## src/hw/rtl/fcsg_pkg.sv

```systemverilog
// Shared types and constants for the filled circle span generator.
// No dependencies.
package fcsg_pkg;

    localparam int OUT_W    = 12;
    localparam int CENTER_W = 10;
    localparam int RADIUS_W = 5;
    localparam int STEP_W   = 6;
    localparam int DEC_W    = 10;
    localparam int PH_W     = 2;

    localparam logic [RADIUS_W-1:0] RADIUS_RESET = 5'd10;

    localparam logic [DEC_W-1:0] DEC_INIT      = 10'd3;
    localparam logic [DEC_W-1:0] DEC_STEP_BIAS = 10'd10;
    localparam logic [DEC_W-1:0] DEC_KEEP_BIAS = 10'd6;

    // Span order within one walk point
    localparam logic [PH_W-1:0] PH_ROW_PX = 2'd0;  // row cy+x
    localparam logic [PH_W-1:0] PH_ROW_PY = 2'd1;  // row cy+y
    localparam logic [PH_W-1:0] PH_ROW_MY = 2'd2;  // row cy-y
    localparam logic [PH_W-1:0] PH_ROW_MX = 2'd3;  // row cy-x

    localparam int QUEUE_DEPTH = 2;
    localparam int QPTR_W      = 1;
    localparam int QCNT_W      = 2;

    typedef struct packed {
        logic [OUT_W-1:0]         cx;
        logic [OUT_W-1:0]         cy;
        logic signed [STEP_W-1:0] x;
        logic signed [STEP_W-1:0] y;
        logic                     last;
    } point_t;

    typedef struct packed {
        logic full;
        logic empty;
    } q_stat_t;

    typedef enum logic [1:0] {
        WK_IDLE = 2'b01,
        WK_RUN  = 2'b10
    } walk_state_t;

endpackage

```

## src/hw/rtl/fcsg_queue.sv

```systemverilog
// Two-entry point queue between the walk engine and the span emitter.
// Depends on fcsg_pkg.
module fcsg_queue
(
    input  logic              clk,
    input  logic              rst_n,
    input  logic              push,
    input  fcsg_pkg::point_t  push_data,
    input  logic              pop,
    output fcsg_pkg::point_t  pop_data,
    output fcsg_pkg::q_stat_t stat
);

    fcsg_pkg::point_t mem [fcsg_pkg::QUEUE_DEPTH];

    logic [fcsg_pkg::QPTR_W-1:0] wr_ptr_reg, wr_ptr_next;
    logic [fcsg_pkg::QPTR_W-1:0] rd_ptr_reg, rd_ptr_next;
    logic [fcsg_pkg::QCNT_W-1:0] count_reg, count_next;

    always_comb
    begin
        wr_ptr_next = push ? wr_ptr_reg + 1'b1 : wr_ptr_reg;
        rd_ptr_next = pop ? rd_ptr_reg + 1'b1 : rd_ptr_reg;
        count_next  = count_reg + fcsg_pkg::QCNT_W'(push) - fcsg_pkg::QCNT_W'(pop);
    end

    always_ff @(posedge clk or negedge rst_n)
    begin
        if (!rst_n)
        begin
            wr_ptr_reg <= '0;
            rd_ptr_reg <= '0;
            count_reg  <= '0;
        end
        else
        begin
            wr_ptr_reg <= wr_ptr_next;
            rd_ptr_reg <= rd_ptr_next;
            count_reg  <= count_next;
        end
    end

    always_ff @(posedge clk)
    begin
        if (push)
        begin
            mem[wr_ptr_reg] <= push_data;
        end
    end

    assign pop_data   = mem[rd_ptr_reg];
    assign stat.full  = (count_reg == fcsg_pkg::QCNT_W'(fcsg_pkg::QUEUE_DEPTH));
    assign stat.empty = (count_reg == '0);

endmodule

```

## src/hw/rtl/fcsg_walk.sv

```systemverilog
// Front end: takes a center, runs the integer circle walk, one point per cycle
// while the queue is not full. Depends on fcsg_pkg; feeds fcsg_queue.
module fcsg_walk
#(
    parameter int MAX_RADIUS = 16
)
(
    input  logic                            clk,
    input  logic                            rst_n,
    input  logic                            in_valid,
    output logic                            in_stall,
    input  logic [fcsg_pkg::CENTER_W-1:0]   center_x,
    input  logic [fcsg_pkg::CENTER_W-1:0]   center_y,
    input  logic [fcsg_pkg::RADIUS_W-1:0]   radius,
    output logic                            push,
    output fcsg_pkg::point_t                point,
    input  fcsg_pkg::q_stat_t               qstat
);

    localparam logic [fcsg_pkg::RADIUS_W-1:0] RMAX = fcsg_pkg::RADIUS_W'(MAX_RADIUS);
    localparam int EXT_W = fcsg_pkg::DEC_W - fcsg_pkg::STEP_W;

    fcsg_pkg::walk_state_t state_reg, state_next;

    logic [fcsg_pkg::OUT_W-1:0]         cx_reg, cx_next;
    logic [fcsg_pkg::OUT_W-1:0]         cy_reg, cy_next;
    logic signed [fcsg_pkg::STEP_W-1:0] x_reg, x_next;
    logic signed [fcsg_pkg::STEP_W-1:0] y_reg, y_next;
    logic [fcsg_pkg::DEC_W-1:0]         d_reg, d_next;

    logic                               accept;
    logic                               done;
    logic                               d_pos;
    logic [fcsg_pkg::RADIUS_W-1:0]      r_sat;
    logic signed [fcsg_pkg::STEP_W-1:0] x_inc;
    logic signed [fcsg_pkg::STEP_W-1:0] y_dec;
    logic [fcsg_pkg::DEC_W-1:0]         x_ext;
    logic [fcsg_pkg::DEC_W-1:0]         y_ext;

    assign in_stall = (state_reg != fcsg_pkg::WK_IDLE);
    assign accept   = in_valid && (state_reg == fcsg_pkg::WK_IDLE);
    assign r_sat    = (radius > RMAX) ? RMAX : radius;

    // Walk ends after the point at which y has dropped below x
    assign done  = (y_reg < x_reg);
    assign d_pos = !d_reg[fcsg_pkg::DEC_W-1] && (d_reg != '0);
    assign x_inc = x_reg + fcsg_pkg::STEP_W'(1);
    assign y_dec = y_reg - fcsg_pkg::STEP_W'(1);
    assign x_ext = {{EXT_W{x_inc[fcsg_pkg::STEP_W-1]}}, x_inc};
    assign y_ext = {{EXT_W{y_dec[fcsg_pkg::STEP_W-1]}}, y_dec};

    assign push       = (state_reg == fcsg_pkg::WK_RUN) && !qstat.full;
    assign point.cx   = cx_reg;
    assign point.cy   = cy_reg;
    assign point.x    = x_reg;
    assign point.y    = y_reg;
    assign point.last = done;

    always_comb
    begin
        state_next = state_reg;
        cx_next    = cx_reg;
        cy_next    = cy_reg;
        x_next     = x_reg;
        y_next     = y_reg;
        d_next     = d_reg;
        unique case (state_reg)
            fcsg_pkg::WK_IDLE:
            begin
                if (accept)
                begin
                    cx_next    = fcsg_pkg::OUT_W'(center_x);
                    cy_next    = fcsg_pkg::OUT_W'(center_y);
                    x_next     = '0;
                    y_next     = fcsg_pkg::STEP_W'(r_sat);
                    d_next     = fcsg_pkg::DEC_INIT - fcsg_pkg::DEC_W'({r_sat, 1'b0});
                    state_next = fcsg_pkg::WK_RUN;
                end
            end
            fcsg_pkg::WK_RUN:
            begin
                if (push)
                begin
                    if (done)
                    begin
                        state_next = fcsg_pkg::WK_IDLE;
                    end
                    else
                    begin
                        x_next = x_inc;
                        if (d_pos)
                        begin
                            y_next = y_dec;
                            d_next = d_reg + ((x_ext - y_ext) << 2) + fcsg_pkg::DEC_STEP_BIAS;
                        end
                        else
                        begin
                            d_next = d_reg + (x_ext << 2) + fcsg_pkg::DEC_KEEP_BIAS;
                        end
                    end
                end
            end
            default:
            begin
                state_next = fcsg_pkg::WK_IDLE;
            end
        endcase
    end

    always_ff @(posedge clk or negedge rst_n)
    begin
        if (!rst_n)
        begin
            state_reg <= fcsg_pkg::WK_IDLE;
        end
        else
        begin
            state_reg <= state_next;
        end
    end

    always_ff @(posedge clk)
    begin
        cx_reg <= cx_next;
        cy_reg <= cy_next;
        x_reg  <= x_next;
        y_reg  <= y_next;
        d_reg  <= d_next;
    end

endmodule

```

## src/hw/rtl/fcsg_span.sv

```systemverilog
// Back end: expands each queued walk point into four spans, one per cycle
// while the output is not stalled. Depends on fcsg_pkg; reads fcsg_queue.
module fcsg_span
(
    input  logic                              clk,
    input  logic                              rst_n,
    input  fcsg_pkg::point_t                  head,
    input  fcsg_pkg::q_stat_t                 qstat,
    output logic                              pop,
    output logic                              out_valid,
    input  logic                              out_stall,
    output logic signed [fcsg_pkg::OUT_W-1:0] x_start,
    output logic signed [fcsg_pkg::OUT_W-1:0] x_end,
    output logic signed [fcsg_pkg::OUT_W-1:0] row_y,
    output logic                              last
);

    localparam int EXT_W = fcsg_pkg::OUT_W - fcsg_pkg::STEP_W;

    logic [fcsg_pkg::PH_W-1:0]  phase_reg, phase_next;
    logic                       valid_reg, valid_next;
    logic [fcsg_pkg::OUT_W-1:0] xs_reg, xs_next;
    logic [fcsg_pkg::OUT_W-1:0] xe_reg, xe_next;
    logic [fcsg_pkg::OUT_W-1:0] row_reg, row_next;
    logic                       last_reg, last_next;

    logic                       load;
    logic [fcsg_pkg::OUT_W-1:0] a_ext;
    logic [fcsg_pkg::OUT_W-1:0] b_ext;

    assign a_ext = {{EXT_W{head.x[fcsg_pkg::STEP_W-1]}}, head.x};
    assign b_ext = {{EXT_W{head.y[fcsg_pkg::STEP_W-1]}}, head.y};

    assign load = !qstat.empty && (!valid_reg || !out_stall);
    assign pop  = load && (phase_reg == fcsg_pkg::PH_ROW_MX);

    always_comb
    begin
        phase_next = load ? phase_reg + 1'b1 : phase_reg;
        valid_next = load || (valid_reg && out_stall);
        xs_next    = xs_reg;
        xe_next    = xe_reg;
        row_next   = row_reg;
        last_next  = last_reg;
        if (load)
        begin
            last_next = head.last && (phase_reg == fcsg_pkg::PH_ROW_MX);
            unique case (phase_reg)
                fcsg_pkg::PH_ROW_PX:
                begin
                    xs_next  = head.cx + b_ext;
                    xe_next  = head.cx - b_ext;
                    row_next = head.cy + a_ext;
                end
                fcsg_pkg::PH_ROW_PY:
                begin
                    xs_next  = head.cx + a_ext;
                    xe_next  = head.cx - a_ext;
                    row_next = head.cy + b_ext;
                end
                fcsg_pkg::PH_ROW_MY:
                begin
                    xs_next  = head.cx + a_ext;
                    xe_next  = head.cx - a_ext;
                    row_next = head.cy - b_ext;
                end
                fcsg_pkg::PH_ROW_MX:
                begin
                    xs_next  = head.cx + b_ext;
                    xe_next  = head.cx - b_ext;
                    row_next = head.cy - a_ext;
                end
                default:
                begin
                    xs_next  = xs_reg;
                end
            endcase
        end
    end

    always_ff @(posedge clk or negedge rst_n)
    begin
        if (!rst_n)
        begin
            phase_reg <= fcsg_pkg::PH_ROW_PX;
            valid_reg <= 1'b0;
        end
        else
        begin
            phase_reg <= phase_next;
            valid_reg <= valid_next;
        end
    end

    always_ff @(posedge clk)
    begin
        xs_reg   <= xs_next;
        xe_reg   <= xe_next;
        row_reg  <= row_next;
        last_reg <= last_next;
    end

    assign out_valid = valid_reg;
    assign x_start   = $signed(xs_reg);
    assign x_end     = $signed(xe_reg);
    assign row_y     = $signed(row_reg);
    assign last      = last_reg;

endmodule

```

## src/hw/rtl/filled_circle_span_generator.sv

```systemverilog
// Filled circle span generator: walk engine -> 2-entry point queue -> span emitter.
// The first span passes the walk registers, the queue and the emitter's output registers.
// Throughput: one span per cycle while out_stall is low and a point is queued, four spans
// per walk point; the emitter sets the output rate. The walk makes one point per cycle
// while the queue is not full and takes the next center once its walk ends.
// Reset: asynchronous, clears control state; radius resets to 10.
module filled_circle_span_generator
#(
    parameter int MAX_RADIUS = 16
)
(
    input  logic                              clk,
    input  logic                              rst_n,
    input  logic                              cfg_we,
    input  logic [fcsg_pkg::RADIUS_W-1:0]     cfg_wdata,
    input  logic                              in_valid,
    output logic                              in_stall,
    input  logic [fcsg_pkg::CENTER_W-1:0]     center_x,
    input  logic [fcsg_pkg::CENTER_W-1:0]     center_y,
    output logic                              out_valid,
    input  logic                              out_stall,
    output logic signed [fcsg_pkg::OUT_W-1:0] x_start,
    output logic signed [fcsg_pkg::OUT_W-1:0] x_end,
    output logic signed [fcsg_pkg::OUT_W-1:0] row_y,
    output logic                              last
);

    logic [fcsg_pkg::RADIUS_W-1:0] radius_reg;

    logic              push;
    logic              pop;
    fcsg_pkg::point_t  push_point;
    fcsg_pkg::point_t  head_point;
    fcsg_pkg::q_stat_t qstat;

    always_ff @(posedge clk or negedge rst_n)
    begin
        if (!rst_n)
        begin
            radius_reg <= fcsg_pkg::RADIUS_RESET;
        end
        else if (cfg_we)
        begin
            radius_reg <= cfg_wdata;
        end
    end

    fcsg_walk
    #(
        .MAX_RADIUS (MAX_RADIUS)
    )
    u_walk
    (
        .clk      (clk),
        .rst_n    (rst_n),
        .in_valid (in_valid),
        .in_stall (in_stall),
        .center_x (center_x),
        .center_y (center_y),
        .radius   (radius_reg),
        .push     (push),
        .point    (push_point),
        .qstat    (qstat)
    );

    fcsg_queue u_queue
    (
        .clk       (clk),
        .rst_n     (rst_n),
        .push      (push),
        .push_data (push_point),
        .pop       (pop),
        .pop_data  (head_point),
        .stat      (qstat)
    );

    fcsg_span u_span
    (
        .clk       (clk),
        .rst_n     (rst_n),
        .head      (head_point),
        .qstat     (qstat),
        .pop       (pop),
        .out_valid (out_valid),
        .out_stall (out_stall),
        .x_start   (x_start),
        .x_end     (x_end),
        .row_y     (row_y),
        .last      (last)
    );

endmodule

```

## config.mk

```make
export PLATFORM = sky130hd
export DESIGN_NAME = filled_circle_span_generator
export DESIGN_NICKNAME = d
export VERILOG_FILES = /design/src/hw/rtl/fcsg_pkg.sv /design/src/hw/rtl/fcsg_queue.sv /design/src/hw/rtl/fcsg_walk.sv /design/src/hw/rtl/fcsg_span.sv /design/src/hw/rtl/filled_circle_span_generator.sv
export SDC_FILE = /design/constraint.sdc
export NUM_CORES = 1
export LEC_CHECK = 0
export BUFFER_PORTS_ARGS = -buffer_cell sky130_fd_sc_hd__buf_2
export CORE_MARGIN = 4
export CORE_UTILIZATION = 56
export DETAILED_ROUTE_END_ITERATION = 16
export PLACE_DENSITY_LB_ADDON = 0.15
export SYNTH_ARGS = -nofsm -noshare
export SYNTH_HDL_FRONTEND = slang
export SYNTH_SLANG_ARGS = --single-unit
```

## constraint.sdc

```tcl
create_clock -name clk -period 4.4 [get_ports clk]
set_clock_uncertainty 0.1 [all_clocks]
set_input_delay 0.44 -clock clk [delete_from_list [all_inputs] [get_ports clk]]
set_output_delay 0.44 -clock clk [all_outputs]
set_load 0.02 [all_outputs]
```

==> impl_results.md, run 1 <==
* Final wirelength at 16.8 mm
* Worst Path Arrival at 4020 ps
* Hold Path Class: in2reg
* Total global routing overflow at 0
* Finish-stage setup viols at 0
* Simple-gate share of the synthesized area at 8.50%
* GRT met1 Usage at 26.4%
* Reg with most FFs: u_queue.mem
* Yosys Warn Count at 0
* Crit path buffers/inverters at 0
* Met3 GRT Util at 4.11%
* Post-synthesis register bit count at 157
* I/O pin count at 69
* CTS tree: built
* Layout area overhead at 13.6%
* Post-route ant nets at 0
* Die area at 17700 um^2
* Most frequent CP cell: ha_1
* WP depth at 12
* Final HPWL DP at 12.3 mm
* Drt drc at 0
* Layout cell share with drive strength beyond 1 at 18.0%
* Hold Worst Slack at 92.8 ps
* Synth async-reset ratio at 8.92%
* Dominant cell type by area after synthesis: edfxtp_1
* Global-route usage over all layers at 19.8%
* First-pass GRT wire length at 27.9 mm
* Fill count at 1164
* Slack of the worst reg-to-reg path at 450 ps
* Dpl ws at 471 ps
* GP Congestion at 0.852
* Final cycle utilization of the critical path at 89.9%
* Max reg flops at 66
* Worst setup margin at 446 ps
* Final cell count without fillers at 1017
* Number of distinct library cells after synthesis at 60
* Count leader, synth: edfxtp_1
* GR Util met2 at 32.6%
* Fin crit period at 3950 ps
* Post-synthesis compound-gate area fraction at 9.87%
* Die Width at 133 um
* Req. time, crit path at 4470 ps
* Total core area at 15300 um^2
* Worst Setup Start Kind: flip-flop
* DP Cell Count at 985
* Ys flop type: edfxtp_1
* H-tree Lvls at 4
* Clock transition at path regs at 60 ps
* Max-cap violation count at 0
* Final Slew Violations at 0
* ANT cells at 0
* Clk sinks at 157
* Crit path cell chain: ha_1, fa_1, a21oi_1, maj3_2, xnor2_1, ha_1, ha_1, nand2_1, o21ai_0, o41ai_1, nor3_1, or3_1
* Worst rel slew slack at 40.0%
* Post-synthesis instance area at 8750 um^2
* Synth Area in Adders at 13.3%
* Syn Nets at 832
* Post-synth EDFFs at 143
* Setup CP Type: reg2reg
* Nets at 912
* DRT iter0 DRCs at 399
* Number of global-route vias before repair at 5597
* Mux cell area share after synthesis at 5.65%
* Post-DR vias/cell at 5.45
* Synth area leaders: edfxtp_1 (49%), ha_1 (12%), xnor2_1 (3.9%), mux2_2 (3.5%), dfrtp_1 (3.1%)
* Vias at 5543
* Setup Fix Bufs, Post-CTS at 0
* Final hold vios at 0
* Clk Latency, worst-skew pair at 420 ps
* Die height at 133 um
* Root Driver: clkbuf_16
* Crit path capture type: flip-flop
* Largest net degree at the start of global routing at 40
* Post-synthesis cell count at 714
* Commonest cells post-synth: edfxtp_1 (143), ha_1 (82), inv_1 (59)
* WL/cell at 16.5 um
* # rows at 45
* Worst Tran Pin Value at 900 ps
* Critical Path Max Stage Delay at 500 ps
* Setup TNS Final at 0 ps
* Seq/Total Area, Yosys at 53.1%
* Post-synthesis xor/xnor area fraction at 5.89%
* CTS Buf Count at 17
* Clock Tree Buf Depth at 2
* Maximum net fanout on the critical path at 8
* Initial Utilization at 57.3%
* Synth top area share at 49.1%
* Hold path depth at 1
* Crit path max-delay cell type: edfxtp_1
* GR peak layer: met2
* DRT Pass-1 Iters at 5
* Outcome: finished, final reports clean
* Main combinational cell family by area after synthesis: adder cells
* Crit-path leading delay family: adder cells
* Max Fclk at 0.253 GHz
* Post-Syn Area per Cell at 12.3 um^2
* Worst Reg2Reg Path Length in Cells at 12
* I/O Buffers at 68
* RSZ-0062 raised after global routing: no
* Initial antenna violation count at 0
==> final cells by class <==
type                       instances  area [um^2]  area share [%]
sequential                       157         4650            46.8
multi-input combinational        482         3800            38.2
clock buffer                      18          429            4.32
timing repair buffer              77          410            4.13
tap                              211          264            2.66
inverter                          59          221            2.23
clock inverter                    13          164            1.65
==> logic make-up (layout without fill, tap and decap cells) <==
kind of cell / Yosys count / after routing
AOI/OAI and AO/OA: 138 / 138
xor gates and xnor gates: 58 / 58
adders and majority gates: 90 / 90
buffers and inverters: 75 / 167
DFF: 157 / 157
muxes: 46 / 46
and+or+nand+nor: 150 / 150
==> cell usage in the layout, fill, tap and decap left out, types with 4 or more instances in the layout <==
| master | count |
|---|---|
| edfxtp_1 | 143 |
| ha_1 | 82 |
| buf_2 | 68 |
| inv_1 | 59 |
| a21oi_1 | 41 |
| xnor2_1 | 39 |
| nor2_1 | 39 |
| o21ai_0 | 37 |
| nand2_1 | 32 |
| mux2_2 | 27 |
| mux2i_1 | 19 |
| xor2_1 | 18 |
| nor3_1 | 17 |
| clkbuf_16 | 17 |
| nand2b_1 | 14 |
| nor2b_1 | 11 |
| a21o_1 | 10 |
| dfrtp_1 | 10 |
| nand3_1 | 9 |
| o21a_1 | 8 |
| buf_4 | 8 |
| o21bai_1 | 6 |
| fa_1 | 6 |
| and3_1 | 5 |
| nor3b_1 | 4 |
| o31a_1 | 4 |
| and2_1 | 4 |
| inv_6 | 4 |
==> path summary, 6_finish.rpt <==
path	from	end
min in group asynchronous	rst_n	radius_reg[4]
max in group asynchronous	rst_n	u_walk.state_reg[0]
min	center_x[9]	u_walk.cx_reg[9]
max reg2reg	u_walk.x_reg[0]	u_walk.d_reg[9]
min reg2reg	u_walk.cy_reg[4]	u_queue.mem[1][17]
max	u_walk.x_reg[0]	u_walk.d_reg[9]
==> metrics by stage <==
step | instance area (um^2) | util (%)
after floorplan | 8750 | -
after CTS | 9940 | 65.1
after global routing | 9940 | 65.1
final | 9940 | 65.1
after global placement | 9330 | 61.2
after detailed placement | 9330 | 61.2
==> layer usage <==
layer  vias up  part of all wire (%)
met2       134                    48
met3        23                   3.8
met1      2641                    46
met4         0                   1.6
met5         -                     0
li1       2745                     -
==> what timing repair did <==
item                                   4_1_cts  5_1_grt
endpoints found under the hold margin       11        0
gates resized for setup                      0        0
hold buffers                                 1        0
Power of run 1 is left out: the tool's default activity adds up to more than one toggle a clock period on the data nets, which glitch-free logic cannot reach.
==> run 2, diff against run 1 <==
--- a/config.mk
+++ b/config.mk
@@ -9,6 +9,7 @@
 export CORE_MARGIN = 4
 export CORE_UTILIZATION = 56
 export DETAILED_ROUTE_END_ITERATION = 16
+export HOLD_SLACK_MARGIN = 0.15
 export PLACE_DENSITY_LB_ADDON = 0.15
 export SYNTH_ARGS = -nofsm -noshare
 export SYNTH_HDL_FRONTEND = slang
==> run 2 against run 1 <==
Count of clock-buffer cells in the layout stayed put. Critical path type unchanged. Via count grew 2.1%. Global-route usage increased by 0.33 points. Utilization up 1.6 points. Sequential share of layout area fell by 1.1 points. Worst hold slack better by 69 ps. Critical endpoint is now u_walk.d_reg[8]. Design area rose by 2.5%.
==> impl_results.md, run 2 (synthesis results as in run 1) <==
* Post-DR vias/cell at 5.43
* Hold path depth at 2
* Outcome: finished, final reports clean
* Worst Tran Pin Value at 894 ps
* Final wirelength at 17.0 mm
* CTS Buf Count at 17
* Vias at 5659
* Hold-fix buffers at CTS at 26
* Fill count at 1136
* Max Fclk at 0.255 GHz
* ANT cells at 0
* Layout area overhead at 16.4%
* Final Slew Violations at 0
* Setup CP Type: reg2reg
* RSZ-0062 raised after global routing: no
* Crit path capture type: flip-flop
* Req. time, crit path at 4470 ps
* DRT iter0 DRCs at 404
* Global-route usage over all layers at 20.1%
* Setup TNS Final at 0 ps
* Reg with most FFs: u_queue.mem
* WL met1 at 7.78 mm
* Die height at 133 um
* H-tree Lvls at 4
* Commonest cells after routing, fill and taps aside: edfxtp_1 (143), ha_1 (82), buf_2 (68), inv_1 (59), a21oi_1 (41)
* CTS tree: built
* Post-route ant nets at 0
* Finish-stage setup viols at 0
* Met2 WL at 8.32 mm
* Initial Utilization at 57.3%
* Fin crit period at 3920 ps
* Max reg flops at 66
* Initial antenna violation count at 0
* Worst setup margin at 478 ps
* Nets at 937
* Hold Path Class: in2reg
* GP Congestion at 0.852
* Clock Tree Buf Depth at 2
* Largest net degree at the start of global routing at 40
* Number of global-route vias before repair at 5731
* Clock transition at path regs at 60 ps
* Worst Setup Start Kind: flip-flop
* Worst Reg2Reg Path Length in Cells at 13
* Die area at 17700 um^2
* WL/cell at 16.4 um
* Dpl ws at 471 ps
* Max-cap violation count at 0
* Clk Latency, worst-skew pair at 420 ps
* # rows at 45
* DR top layer: met4
* Maximum net fanout on the critical path at 8
* I/O pin count at 69
* Drt drc at 0
* Die Width at 133 um
* Most common cell after layout, fill and taps aside: edfxtp_1
* Total core area at 15300 um^2
* Layout cell share with drive strength beyond 1 at 17.4%
* Worst rel slew slack at 40.4%
* Multi-input gate area in the final layout at 3800 um^2
* Final cycle utilization of the critical path at 89.1%
* Clk sinks at 157
* Final hold vios at 0
* Cts repair resizes at 0
* First-pass GRT wire length at 28.4 mm
* Worst Path Arrival at 3990 ps
* Root Driver: clkbuf_16
* Setup Fix Bufs, Post-CTS at 0
* Total global routing overflow at 0
* Register area at 4650 um^2
* DR WL met3 at 630 um
* Final HPWL DP at 12.3 mm
* I/O Buffers at 68
* DRT Pass-1 Iters at 5
* Slack of the worst reg-to-reg path at 480 ps
-- run 2: cell types whose count changed in the layout (fill, tap and decap cells not counted) --
cell           delta
dlygate4sd3_1    +25
-- run 2: worst paths after layout --
check / from / to
max: u_walk.x_reg[0] / u_walk.d_reg[8]
min: cfg_wdata[4] / radius_reg[4]
max reg2reg: u_walk.x_reg[0] / u_walk.d_reg[8]
min reg2reg: u_walk.cy_reg[4] / u_queue.mem[1][17]
max in group asynchronous: rst_n / u_walk.state_reg[0]
min in group asynchronous: rst_n / radius_reg[4]
-- run 2: stage by stage --
stage          hold WS (ps)  std cells  utilization, %  cell area, um^2
2_1_floorplan          44.4        714               -             8750
3_3_place_gp            251        985            61.2             9330
3_5_place_dp            259        985            61.2             9330
4_1_cts                 153       1042            66.8            10200
5_1_grt                 156       1042            66.8            10200
6_report                162       1042            66.8            10200
-- run 2: worst max-delay path: stages (launching register included) --
cell and delay (ps):
edfxtp_1 500, ha_1 410, fa_1 550, inv_1 50, ha_1 270, inv_1 60, fa_1 460, a21o_1 170
a21o_1 190, a21o_1 180, a21oi_1 160, xor2_1 170, nor2_1 70, a311o_1 320
-- run 2: final cells by class --
cell class | count | area share (%)
Sequential cell | 157 | 45.6
Multi-Input combinational cell | 482 | 37.3
Timing Repair Buffer | 102 | 6.49
Clock buffer | 18 | 4.21
Tap cell | 211 | 2.59
Inverter | 59 | 2.17
Clock inverter | 13 | 1.61
-- run 2: routing by layer --
metal	vias up	GRT usage [%]
met1	2692	26.8
met2	147	33.4
met3	26	4.03
met4	0	6.18
met5	-	0
li1	2794	-
Power of run 2 is left out for the same reason.
==> run 3, diff against run 2 <==
--- a/config.mk
+++ b/config.mk
@@ -7,7 +7,7 @@
 export LEC_CHECK = 0
 export BUFFER_PORTS_ARGS = -buffer_cell sky130_fd_sc_hd__buf_2
 export CORE_MARGIN = 4
-export CORE_UTILIZATION = 56
+export CORE_UTILIZATION = 40
 export DETAILED_ROUTE_END_ITERATION = 16
 export HOLD_SLACK_MARGIN = 0.15
 export PLACE_DENSITY_LB_ADDON = 0.15
==> run 3 against run 2 <==
Flip-flop and latch count unchanged. Design area increased by 1.2%. Worst setup slack better by 43 ps. Global-route usage shrank 5.3 points. Maximum frequency grew 1.1%. Largest cell class unchanged.
==> impl_results.md, run 3 (synthesis results as in run 1) <==
* Outcome: finished, final reports clean
* Commonest cells after routing, fill and taps aside: edfxtp_1 (143), ha_1 (82), buf_2 (68), inv_1 (59), a21oi_1 (41)
* Hold Path Class: in2reg
* Largest net degree at the start of global routing at 41
* Dpl ws at 504 ps
* Worst Path Arrival at 3950 ps
* Worst Setup Start Kind: flip-flop
* Nets at 939
* Post-route ant nets at 0
* Layout cell share with drive strength beyond 1 at 17.5%
* Clock transition at path regs at 60 ps
* Crit-path leading delay family: adder cells
* Req. time, crit path at 4470 ps
* I/O pin count at 69
* H-tree Lvls at 4
* Max reg flops at 66
* Global-route usage over all layers at 14.8%
* Setup TNS Final at 0 ps
* RSZ-0062 raised after global routing: no
* GP Congestion at 0.869
* Crit path capture type: flip-flop
* DRT iter0 DRCs at 295
* Root Driver: clkbuf_16
* Final instance area at 10300 um^2
* CTS Buf Count at 17
* Fin crit period at 3880 ps
* Vias at 5594
* Max Fclk at 0.258 GHz
* WL/cell at 15.7 um
* Total core area at 21300 um^2
* Setup Fix Bufs, Post-CTS at 0
* Clk Latency, worst-skew pair at 420 ps
* Crit path buffers/inverters at 2
* Cts repair resizes at 0
* DP Cell Count at 1050
* Clock Tree Buf Depth at 2
* Crit path max-delay cell type: fa_1
* Worst Tran Pin Value at 1160 ps
* Crit path cell chain: ha_1, fa_1, inv_1, ha_1, inv_1, fa_1, a21o_1, a21o_1, a21o_1, a21oi_1, xor2_1, nor2_1, a311o_1
* Initial antenna violation count at 0
* DRT Pass-1 Iters at 6
* Die height at 156 um
* Final HPWL DP at 12.9 mm
* Final cell count without fillers at 1109
* Post-DR vias/cell at 5.04
* Total global routing overflow at 0
* Die Width at 156 um
* Max-cap violation count at 0
* ANT cells at 0
* Die area at 24300 um^2
* Worst rel slew slack at 22.5%
* Final hold vios at 0
* CTS tree: built
* Final Slew Violations at 0
* Most common cell after layout, fill and taps aside: edfxtp_1
* Initial Utilization at 41.1%
* Number of global-route vias before repair at 5824
* Most frequent CP cell: a21o_1
* Dpl cell area at 9420 um^2
* Final cycle utilization of the critical path at 88.2%
* Reg with most FFs: u_queue.mem
* Worst setup margin at 521 ps
* Drt drc at 0
* Finish-stage setup viols at 0
* Setup CP Type: reg2reg
* First-pass GRT wire length at 28.8 mm
* Slack of the worst reg-to-reg path at 520 ps
* Critical Path Max Stage Delay at 550 ps
* Layout area overhead at 17.9%
* Maximum net fanout on the critical path at 8
* I/O Buffers at 68
* Clk sinks at 157
* # rows at 53
* Final wirelength at 17.4 mm
## run 3: cell types whose count changed in the layout (fill, tap and decap cells not counted)
cell           previous run  this run
buf_4                     8         9
bufinv_16                 3         4
clkbuf_1                  1         4
clkbuf_8                  0         1
clkinv_1                  2         0
clkinv_2                  0         2
clkinvlp_4                3         1
dlygate4sd3_1            26        27
inv_6                     4         2
## run 3: final timing paths
kind	cells past startpoint	endpoint	from
min	2	radius_reg[3]	cfg_we
min reg2reg	0	u_queue.mem[1][16]	u_walk.cy_reg[3]
max in group asynchronous	2	radius_reg[1]	rst_n
max	13	u_walk.d_reg[8]	u_walk.x_reg[0]
min in group asynchronous	2	u_queue.count_reg[1]	rst_n
max reg2reg	13	u_walk.d_reg[8]	u_walk.x_reg[0]
## run 3: repair_timing
| action | in CTS | in global routing |
|---|---|---|
| endpoints found under the hold margin | 40 | 0 |
| hold buffers | 27 | 0 |
| setup endpoints to repair | 0 | 0 |
## run 3: routing by layer
layer | GRT usage (%) | share of wire, %
met3 | 3.69 | 4.6
met5 | 0 | 0
met1 | 19.5 | 47
met4 | 3.79 | 1.4
met2 | 24.7 | 47
## run 3: per-stage QoR
| step | hold slack [ps] | utilization, % |
|---|---|---|
| 2_1_floorplan | 44.4 | - |
| 4_1_cts | 232 | 48.4 |
| 3_3_place_gp | 259 | 44.3 |
| 5_1_grt | 252 | 48.4 |
| 3_5_place_dp | 273 | 44.3 |
| 6_report | 252 | 48.4 |
## run 3: final cells by class
cell class,instances,area (um^2)
Inverter,59,221
Multi-Input combinational cell,482,3800
Fill cell,1884,11000
Tap cell,275,344
Sequential cell,157,4650
Clock buffer,22,454
Clock inverter,10,164
Timing Repair Buffer,104,678
Power of run 3 is left out for the same reason.
